==> config.mk <==
export PLATFORM = sky130hd
export DESIGN_NAME = linked_list_queue_manager
export DESIGN_NICKNAME = d
export VERILOG_FILES = /design/src/rtl/llqm_pkg.sv /design/src/rtl/llqm_ram.sv /design/src/rtl/linked_list_queue_manager.sv
export SDC_FILE = /design/constraint.sdc
export NUM_CORES = 1
export LEC_CHECK = 0
export BUFFER_PORTS_ARGS = -buffer_cell sky130_fd_sc_hd__buf_2
export CORE_MARGIN = 8
export CORE_UTILIZATION = 40
export DETAILED_ROUTE_END_ITERATION = 7
export GPL_ROUTABILITY_DRIVEN = 0
export SLEW_MARGIN = 20
export SYNTH_ARGS = -nofsm -noshare
export SYNTH_HDL_FRONTEND = slang
export SYNTH_HIERARCHICAL = 1
export SYNTH_SLANG_ARGS = --single-unit
==> constraint.sdc <==
create_clock -name i_clk -period 4 [get_ports i_clk]
set_input_delay 0.2 -clock i_clk [delete_from_list [all_inputs] [get_ports i_clk]]
set_output_delay 0.2 -clock i_clk [all_outputs]
set_load 0.005 [all_outputs]
==> src/rtl/llqm_pkg.sv <==
// Package for the linked list queue manager: transaction types, codes and states.
// Depends on nothing; used by the top level and the checker.
package llqm_pkg;

    // Field widths fixed by the interface.
    localparam int REQ_W    = 2;
    localparam int NODE_W   = 6;
    localparam int STATUS_W = 2;

    // Request kinds.
    localparam logic [REQ_W-1:0] REQ_PUT    = 2'd0;
    localparam logic [REQ_W-1:0] REQ_POP    = 2'd1;
    localparam logic [REQ_W-1:0] REQ_DELETE = 2'd2;

    // Status codes.
    localparam logic [STATUS_W-1:0] STATUS_OK        = 2'd0;
    localparam logic [STATUS_W-1:0] STATUS_EMPTY     = 2'd1;
    localparam logic [STATUS_W-1:0] STATUS_NOT_FOUND = 2'd2;

    // Input transaction.
    typedef struct packed {
        logic [REQ_W-1:0]  req_type;
        logic [NODE_W-1:0] node_index;
    } t_req;

    // Result transaction.
    typedef struct packed {
        logic [STATUS_W-1:0] status;
        logic [NODE_W-1:0]   node_out;
        logic                node_valid;
    } t_rsp;

    // Sequencer states.
    typedef enum logic [2:0] {
        S_IDLE,
        S_PUT,
        S_HEAD,
        S_WALK,
        S_FETCH
    } t_state;

endpackage

==> src/rtl/llqm_ram.sv <==
// Generic single-write, single-read RAM with a registered read port.
// Depends on nothing; holds the next-link table of the queue manager.
module llqm_ram #(
    parameter int WIDTH = 7,
    parameter int DEPTH = 64
) (
    input  logic                     i_clk,
    input  logic                     i_wr_en,
    input  logic [$clog2(DEPTH)-1:0] i_wr_addr,
    input  logic [WIDTH-1:0]         i_wr_data,
    input  logic                     i_rd_en,
    input  logic [$clog2(DEPTH)-1:0] i_rd_addr,
    output logic [WIDTH-1:0]         o_rd_data
);

    logic [WIDTH-1:0] r_mem [DEPTH];
    logic [WIDTH-1:0] r_rd_data;

    // Write port.
    always_ff @(posedge i_clk) begin
        if (i_wr_en) begin
            r_mem[i_wr_addr] <= i_wr_data;
        end
    end

    // Registered read port.
    always_ff @(posedge i_clk) begin
        if (i_rd_en) begin
            r_rd_data <= r_mem[i_rd_addr];
        end
    end

    assign o_rd_data = r_rd_data;

endmodule

==> src/rtl/linked_list_queue_manager.sv <==
// Top level of the linked list queue manager: sequencer, head/tail registers
// and the next-link RAM. Depends on llqm_pkg and llqm_ram.
//
// A request is taken when start is high and busy is low, and each request
// gives exactly one result, shown on o_rsp for one cycle with o_strobe high;
// the receiver cannot stall it. Timing is set by the single link RAM with its
// registered read: a pop or delete on an empty list or a request of unknown
// kind returns its result in the cycle after it is taken and busy stays low.
// Put, pop and delete of the head node raise busy for one further state
// (S_PUT or S_HEAD) and return the result registered as it ends. Delete of
// a node further down walks one link per cycle in S_WALK, then fetches the
// link of the found node in S_FETCH; a miss ends at the end of the list or at
// the walk limit. The link RAM needs no clearing pass after reset.
module linked_list_queue_manager #(
    parameter int NODES = 64
) (
    input  logic           i_clk,
    input  logic           i_rst_n,
    input  logic           start,
    output logic           busy,
    input  llqm_pkg::t_req i_req,
    output llqm_pkg::t_rsp o_rsp,
    output logic           o_strobe
);

    localparam int IDX_W      = $clog2(NODES);
    localparam int LINK_W     = $clog2(NODES + 1);
    localparam int NODE_CODES = 2 ** llqm_pkg::NODE_W;
    localparam logic [LINK_W-1:0] LINK_END = LINK_W'(NODES);

    // State registers and their next values.
    llqm_pkg::t_state              r_state, n_state;
    logic [IDX_W-1:0]              r_head, n_head;
    logic [IDX_W-1:0]              r_tail, n_tail;
    logic                          r_empty, n_empty;
    logic [llqm_pkg::REQ_W-1:0]    r_kind, n_kind;
    logic [IDX_W-1:0]              r_node, n_node;
    logic [IDX_W-1:0]              r_prev, n_prev;
    logic [IDX_W-1:0]              r_steps, n_steps;
    logic                          r_strobe, n_strobe;
    llqm_pkg::t_rsp                r_rsp, n_rsp;

    // Link RAM port signals.
    logic              wr_en;
    logic [IDX_W-1:0]  wr_addr;
    logic [LINK_W-1:0] wr_data;
    logic              rd_en;
    logic [IDX_W-1:0]  rd_addr;
    logic [LINK_W-1:0] rd_data;

    // Node index reduced modulo the pool size, through a constant table.
    logic [IDX_W-1:0] mod_tab [NODE_CODES];
    logic [IDX_W-1:0] node_mod;

    for (genvar g = 0; g < NODE_CODES; g++) begin : g_mod_tab
        assign mod_tab[g] = IDX_W'(g % NODES);
    end

    assign node_mod = mod_tab[i_req.node_index];

    // Next-link memory.
    llqm_ram #(
        .WIDTH (LINK_W),
        .DEPTH (NODES)
    ) u_link_ram (
        .i_clk     (i_clk),
        .i_wr_en   (wr_en),
        .i_wr_addr (wr_addr),
        .i_wr_data (wr_data),
        .i_rd_en   (rd_en),
        .i_rd_addr (rd_addr),
        .o_rd_data (rd_data)
    );

    // Sequencer: next state, register updates and RAM accesses.
    always_comb begin
        n_state  = r_state;
        n_head   = r_head;
        n_tail   = r_tail;
        n_empty  = r_empty;
        n_kind   = r_kind;
        n_node   = r_node;
        n_prev   = r_prev;
        n_steps  = r_steps;
        n_strobe = 1'b0;
        n_rsp    = r_rsp;
        wr_en    = 1'b0;
        wr_addr  = '0;
        wr_data  = '0;
        rd_en    = 1'b0;
        rd_addr  = '0;

        case (r_state)
            llqm_pkg::S_IDLE: begin
                if (start) begin
                    n_node = node_mod;
                    n_kind = i_req.req_type;
                    case (i_req.req_type)
                        llqm_pkg::REQ_PUT: begin
                            // Link the current tail to the new node first.
                            if (!r_empty) begin
                                wr_en   = 1'b1;
                                wr_addr = r_tail;
                                wr_data = LINK_W'(node_mod);
                            end
                            n_state = llqm_pkg::S_PUT;
                        end
                        llqm_pkg::REQ_POP: begin
                            if (r_empty) begin
                                n_strobe = 1'b1;
                                n_rsp    = '{status: llqm_pkg::STATUS_EMPTY,
                                             node_out: '0, node_valid: 1'b0};
                            end else begin
                                rd_en   = 1'b1;
                                rd_addr = r_head;
                                n_state = llqm_pkg::S_HEAD;
                            end
                        end
                        llqm_pkg::REQ_DELETE: begin
                            if (r_empty) begin
                                n_strobe = 1'b1;
                                n_rsp    = '{status: llqm_pkg::STATUS_EMPTY,
                                             node_out: '0, node_valid: 1'b0};
                            end else begin
                                rd_en   = 1'b1;
                                rd_addr = r_head;
                                n_prev  = r_head;
                                n_steps = '0;
                                n_state = (r_head == node_mod) ? llqm_pkg::S_HEAD
                                                               : llqm_pkg::S_WALK;
                            end
                        end
                        default: begin
                            // Unknown kind: no operation, plain success.
                            n_strobe = 1'b1;
                            n_rsp    = '{status: llqm_pkg::STATUS_OK,
                                         node_out: '0, node_valid: 1'b0};
                        end
                    endcase
                end
            end

            llqm_pkg::S_PUT: begin
                // Terminate the new node and make it the tail.
                if (r_empty) begin
                    n_head  = r_node;
                    n_empty = 1'b0;
                end
                n_tail   = r_node;
                wr_en    = 1'b1;
                wr_addr  = r_node;
                wr_data  = LINK_END;
                n_strobe = 1'b1;
                n_rsp    = '{status: llqm_pkg::STATUS_OK, node_out: '0, node_valid: 1'b0};
                n_state  = llqm_pkg::S_IDLE;
            end

            llqm_pkg::S_HEAD: begin
                // Remove the head node; the link of the head is on rd_data.
                if (r_head == r_tail || rd_data >= LINK_END) begin
                    n_empty = 1'b1;
                    n_head  = '0;
                    n_tail  = '0;
                end else begin
                    n_head = rd_data[IDX_W-1:0];
                end
                n_strobe = 1'b1;
                if (r_kind == llqm_pkg::REQ_POP) begin
                    n_rsp = '{status: llqm_pkg::STATUS_OK,
                              node_out: llqm_pkg::NODE_W'(r_head), node_valid: 1'b1};
                end else begin
                    n_rsp = '{status: llqm_pkg::STATUS_OK, node_out: '0, node_valid: 1'b0};
                end
                n_state = llqm_pkg::S_IDLE;
            end

            llqm_pkg::S_WALK: begin
                // rd_data is the link of r_prev.
                if (rd_data >= LINK_END) begin
                    n_strobe = 1'b1;
                    n_rsp    = '{status: llqm_pkg::STATUS_NOT_FOUND,
                                 node_out: '0, node_valid: 1'b0};
                    n_state  = llqm_pkg::S_IDLE;
                end else if (rd_data == LINK_W'(r_node)) begin
                    // Found: fetch the link of the node to splice it out.
                    rd_en   = 1'b1;
                    rd_addr = r_node;
                    n_state = llqm_pkg::S_FETCH;
                end else if (r_steps == IDX_W'(NODES - 1)) begin
                    // Walk limit reached without a match.
                    n_strobe = 1'b1;
                    n_rsp    = '{status: llqm_pkg::STATUS_NOT_FOUND,
                                 node_out: '0, node_valid: 1'b0};
                    n_state  = llqm_pkg::S_IDLE;
                end else begin
                    n_prev  = rd_data[IDX_W-1:0];
                    n_steps = r_steps + 1'b1;
                    rd_en   = 1'b1;
                    rd_addr = rd_data[IDX_W-1:0];
                end
            end

            llqm_pkg::S_FETCH: begin
                // Point the predecessor past the deleted node.
                wr_en   = 1'b1;
                wr_addr = r_prev;
                wr_data = rd_data;
                if (r_node == r_tail) begin
                    n_tail = r_prev;
                end
                n_strobe = 1'b1;
                n_rsp    = '{status: llqm_pkg::STATUS_OK, node_out: '0, node_valid: 1'b0};
                n_state  = llqm_pkg::S_IDLE;
            end

            default: begin
                n_state = llqm_pkg::S_IDLE;
            end
        endcase
    end

    // Control state registers.
    always_ff @(posedge i_clk) begin
        if (!i_rst_n) begin
            r_state  <= llqm_pkg::S_IDLE;
            r_head   <= '0;
            r_tail   <= '0;
            r_empty  <= 1'b1;
            r_strobe <= 1'b0;
        end else begin
            r_state  <= n_state;
            r_head   <= n_head;
            r_tail   <= n_tail;
            r_empty  <= n_empty;
            r_strobe <= n_strobe;
        end
    end

    // Payload and working registers.
    always_ff @(posedge i_clk) begin
        r_kind  <= n_kind;
        r_node  <= n_node;
        r_prev  <= n_prev;
        r_steps <= n_steps;
        r_rsp   <= n_rsp;
    end

    assign busy     = (r_state != llqm_pkg::S_IDLE);
    assign o_strobe = r_strobe;
    assign o_rsp    = r_rsp;

endmodule

* Word-level counts from Yosys, hierarchy flattened
Memory sizes are Yosys's and may differ from the RTL's. A register that Yosys moved wholly into a read port is not among the register bits.
Index checks and enable logic that the tools add are counted.
Widths: inputs -> output; s select.
** Storage, ports and cells
- Flip-flop bits (word level) :: 46
- Word-level logic and storage cells :: 140
- Input port bits :: 11
- Bits in read-only memories :: 384
- Bits in writable memories :: 448
- Memories :: 2
- Output and inout port bits :: 11
** Cells by class
- Equal/unequal tests :: 29
- $lt $le $gt $ge :: 2
- Bitwise operators :: 1
- Reduce and logical (&&, ||, !) cells :: 18
- Muxes and demuxes :: 75
- Add/sub/neg operators :: 1
** Memories
- u_link_ram.r_mem :: depth 64, width 7, read ports 1, clocked after Yosys merged registers in 1, wr ports 1, RTL line llqm_ram.sv:16 : logic [WIDTH-1:0] r_mem [DEPTH];
- (no name shown) :: depth 64, width 6, read ports 1, clocked after Yosys merged registers in 0, wr ports 0, RTL line linked_list_queue_manager.sv:59 : assign node_mod = mod_tab[i_req.node_index];
** Operator list (count)
- $mux 6 :: 30
- $pmux 6 s2 :: 4
- $mux 9 :: 5
- $pmux 6 s3 :: 2
- $pmux 9 s4 :: 1
- $pmux 7 s3 :: 1
- $eq 6x6->1 :: 3
- $mux 3 :: 6
- $ne 2x2->1 const B :: 9
- $pmux 9 s2 :: 1
- $mux 1 :: 17
- $ne 3x3->1 const B :: 5
- $ge 7x7->1 const B :: 2
- $pmux 3 s3 :: 1
- $pmux 1 s2 :: 4
- $eq 7x6->1 :: 1
- $mux 7 :: 1
- $not 6->7 :: 1
- $reduce_and 7->1 :: 1
- $add 6x1->6 const B :: 1
- $eq 3x2->1 const B :: 2
- $eq 6x6->1 const B :: 1
- $pmux 3 s2 :: 1
- $reduce_and 2->1 :: 3
- 19 further kinds :: 23

* Depth between registers and ports, before layout
- Word-level depth :: 10
- Gate-level depth with buffers :: 13
- Depth with buffers taken out :: 10

* Modules after synthesis
The synthesis kept the hierarchy.
** Modules (own cells, without submodules)
- llqm_ram :: seq. area each 13663.1 sq um, cells each 827, times used 1, area each 17705.7 sq um
- linked_list_queue_manager :: seq. area each 1211.2 sq um, cells each 297, times used 1, area each 2747.6 sq um

* Worst setup path before layout
Ideal clock, no wire load.
- Kind :: register -> register
- Start :: reg r_state[1]
- End :: reg u_link_ram.r_rd_data[0] (netlist: u_link_ram/o_rd_data[0]), read port of u_link_ram.r_mem, data pin
- Buffers on the path :: 4
- Arrival time :: 3.010 ns
- Path slack :: 0.734 ns
- Stages on the path, launching flop included :: 13
- Clock period less this slack :: 3.266 ns
- Data required time :: 3.744 ns
- Library setup time :: 0.256 ns
- Path through :: dfxtp_1 buf_2 nor3_1 and3_1 clkbuf_1 a22oi_1 o21ai_0 buf_6 buf_2 mux4_2 a22oi_1 a41oi_1 a41o_1
** Between the ends
- Longest elaborated chain between the ends :: 2
- Elaborated cells between the ends (all ways) :: 4
- Classes of those cells :: 1 x eq/ne; 2 x mux; 1 x reduce/logical
** RTL lines
- start, declared :: RTL line linked_list_queue_manager.sv:32 : llqm_pkg::t_state r_state, n_state;
- start signal, assigned :: RTL line linked_list_queue_manager.sv:225 : r_state <= llqm_pkg::S_IDLE;
- start signal, assigned :: RTL line linked_list_queue_manager.sv:231 : r_state <= n_state;
- $eq 3x2->1 / $logic_not 3->1 (equally long branches) :: RTL line linked_list_queue_manager.sv:93 : case (r_state)
- $pmux 6 s2 * :: RTL line linked_list_queue_manager.sv:93
- via rd_addr[0] :: RTL line linked_list_queue_manager.sv:48 : logic [IDX_W-1:0] rd_addr;
- end, declared :: RTL line llqm_ram.sv:17 : logic [WIDTH-1:0] r_rd_data;
Mark *: on every way through the listed nets, which the timed path passes. The rest lies on a longest branch.
A chain may end at the register's enable or synchronous reset.

* Final worst setup path
- Start :: reg r_steps[0]
- End :: reg u_link_ram.r_rd_data[0] (netlist: u_link_ram/o_rd_data[0]), read port of u_link_ram.r_mem, data pin
** Between the ends
- Longest elaborated chain between the ends :: 5
- Elaborated cells between the ends (all ways) :: 9
- Classes of those cells :: 1 x eq/ne; 8 x mux
** RTL lines
- start, declared :: RTL line linked_list_queue_manager.sv:39 : logic [IDX_W-1:0] r_steps, n_steps;
- start signal, assigned :: RTL line linked_list_queue_manager.sv:244 : r_steps <= n_steps;
- $eq 6x6->1 :: RTL line linked_list_queue_manager.sv:189 : end else if (r_steps == IDX_W'(NODES - 1)) begin
- $mux 6 :: RTL line linked_list_queue_manager.sv:189
- $mux 6 :: RTL line linked_list_queue_manager.sv:184 : end else if (rd_data == LINK_W'(r_node)) begin
- $mux 6 :: RTL line linked_list_queue_manager.sv:179 : if (rd_data >= LINK_END) begin
- $pmux 6 s2 :: RTL line linked_list_queue_manager.sv:93
- via rd_addr[2] :: RTL line linked_list_queue_manager.sv:48
The timed path passes the listed nets, and every way through them passes these cells.

==> results.yml <==
clocking:
  cts_tree: "yes"
  clock_latency_ps: 610
  clock-root-buffer: "clkbuf_16"
  ctsHtreeMaxLevel: 2
  clock-sinks: 501
  path_clk_slew_ps: 60
  clock_path_buffers: 3
  numCtsBuffers: 51
finish:
  final_nets: 1277
  diodes: 0
  fin_util_pct: 46.9
  seqCellArea_um2: 14900
  syn_to_final_growth_pct: 16.6
  fill_cells: 4326
  multiInputGateArea_um2: 5220
  drive_gt1_share_pct: 26.5
  stdcell_area_um2: 23800
sta:
  rsz0062_at_grt: "false"
  setup_tns_ps: 0
  max_freq_mhz: 264
  setup_viol: 0
  worst_slew_margin_rel_pct: 41.2
  maxSlewViolCount: 0
  skew_ps: 21.7
  tightestPinTransition_ps: 882
  hold_ws_ps: 169
  post-route-period-util_pct: 94.7
  fin_crit_ps: 3790
  finalHoldViolCount: 0
power:
  total_power_mw: 10.9
  leakage_nw: 6.76
  ir_worst_vdd_mv: 0.333
  cellPowerDensity_nw_per_um2: 456
die:
  ios: 22
  die_w_um: 242
  core-area_um2: 50900
  start_util_pct: 40.2
  die_h_um: 242
  num_rows: 83
  dieArea_um2: 58600
yosys:
  synth_top_area_share_pct: 71.1
  synth_cell_types: 55
  synthCells: 1124
  synth_most_common_cell: "edfxtp_1"
  syn_area_per_cell_um2: 18.2
  ys_ff_latch: 501
  synth_top_area_cell: "edfxtp_1"
  async_reset_ff_share_pct: 0
  synth_common_cells: "484 x edfxtp_1, 112 x mux4_2, 86 x nor2_1"
  syn_nets: 1139
  syn_area_um2: 20500
  synth_edf_count: 484
  ys_seq_area_share_pct: 72.7
  synth-warning-count: 6
  synth_flop_cell: "edfxtp_1"
  ys_top_cells_by_area: "edfxtp_1 71%, mux4_2 12%, dfxtp_1 1.7%"
critical_path:
  critPathLaunchType: "flip-flop"
  required_ps: 4350
  end_kind: "flip-flop"
  critPathMaxFanout: 15
  arrival_ps: 4130
  crit_type: "flip-flop to flip-flop"
drt:
  vias: 11213
  dr.first_iter.drc_count: 1293
  antenna_left: 0
  route.detailed.drc: 0
  vias_per_cell: 5.65
  drt-pass1-iter-count: 5
  wirelength_mm: 49.6
  post_drt_wl_per_cell_um: 25.0
placement:
  placed_cell_area_um2: 22100
  place_hpwl_mm: 31.7
  port_buffers: 21
global_route:
  antenna_found_initial: 0
  grt_max_degree: 52
  grt_first_pass_wirelength_mm: 74.4
  overflow: 0
  grt_pass1_vias: 11162
  grt_usage_pct: 16.7
hold_path:
  hp-class: "input port to flip-flop"
job:
  cap_viol_max_count: 0
run_status:
  status: "finished, final reports clean"
## cells in the final DEF (no fill, tap or decap), types with 8 or more instances in the layout
cell type	netlist	routed
o21ai_0	26	21
nor2_1	86	84
dlygate4sd3_1	0	9
nand2_1	50	50
a21oi_1	23	23
clkinv_2	0	10
nand2b_1	8	8
inv_1	20	20
dfxtp_1	17	17
xor2_1	10	10
clkinv_1	1	13
nand3_1	13	13
o22ai_1	12	12
nor2b_1	12	12
xnor2_1	18	18
buf_2	19	22
a22oi_1	20	20
clkbuf_16	0	53
edfxtp_1	484	484
clkbuf_1	33	15
buf_4	5	107
mux2i_1	22	20
nor3_1	10	10
o221ai_1	11	11
and2_1	8	8
mux4_2	112	112
o31ai_1	8	8
## worst max-delay path: stages (launching register included)
cell and delay (ps):
edfxtp_1 430, ha_1 250, and3_1 200, and3_1 200
nor2_2 160, nand2_1 190, buf_4 230, o21ai_4 430
buf_4 340, mux4_2 330, mux2i_1 390, nand2_1 120
a41o_1 250
## kinds of logic (layout without fill, tap and decap cells)
group,Yosys count,count (layout),synth area share [%]
AND/OR/NAND/NOR,226,226,5.35
buffers and inverters,85,265,2.04
multiplexers,136,136,13.5
XOR/XNOR,28,28,1.20
flip-flops,501,501,72.7
adder cells (fa/ha/maj),4,4,0.245
AO/OA/AOI/OAI,144,144,4.92
## area by class of cell
cell class / instances / share of cell area [%]
tap: 680 / 3.57
multi-input combinational: 538 / 21.9
clock inverter: 28 / 1.01
clock buffer: 67 / 5.65
timing repair buffer: 149 / 5.17
sequential: 501 / 62.4
inverter: 21 / 0.331
## final timing paths
| path | startpoint | endpoint | slack, ps | cells past startpoint |
|---|---|---|---|---|
| setup / recovery | r_steps[0] | u_link_ram/o_rd_data[0] | 210 | 12 |
| hold / removal | start | r_state[1] | 170 | 4 |
| setup reg to reg | r_steps[0] | u_link_ram/o_rd_data[0] | 210 | 12 |
| hold reg to reg | r_tail[1] | r_tail[1] | 530 | 2 |
## routing by layer
| metal | GRT usage [%] | vias up | wire (µm) |
|---|---|---|---|
| met3 | 3.33 | 81 | 3760 |
| met1 | 23.3 | 5850 | 21300 |
| li1 | - | 4815 | - |
| met4 | 5.68 | 0 | 1380 |
| met5 | 0 | - | 0 |
| met2 | 26.0 | 467 | 23200 |
## what timing repair did
item | 4_1_cts | 5_1_grt
hold buffers | 9 | 0
endpoints found under the setup margin | 0 | 7
buffers inserted | 0 | 1
gates resized for setup | 0 | 6
hold endpoints to repair | 9 | 0
## power breakdown
part	switching, mW	internal [mW]	leakage, nW
registers	0.0558	5.78	3.81
logic	0.302	0.192	2.17
clock network	1.97	2.57	0.777
total	2.32	8.55	6.76
## sequential cells by signal, summed over array words and instances (netlist names)
| register | cells |
|---|---|
| o_strobe | 1 |
| u_link_ram/o_rd_data | 7 |
| r_kind | 2 |
| o_rsp | 9 |
| r_state | 3 |
| r_steps | 6 |
| r_head | 6 |
| u_link_ram/r_mem | 448 |
| r_prev | 6 |
| r_node | 6 |
| r_tail | 6 |
| r_empty | 1 |
## per-stage QoR
stage               worst slack (ps)  cells
floorplan                        734   1124
global placement                 164   1875
detailed placement              88.6   1876
CTS                             93.7   1980
global route                    61.4   1984
finish                           212   1984
(Power assumes the default switching activity.)
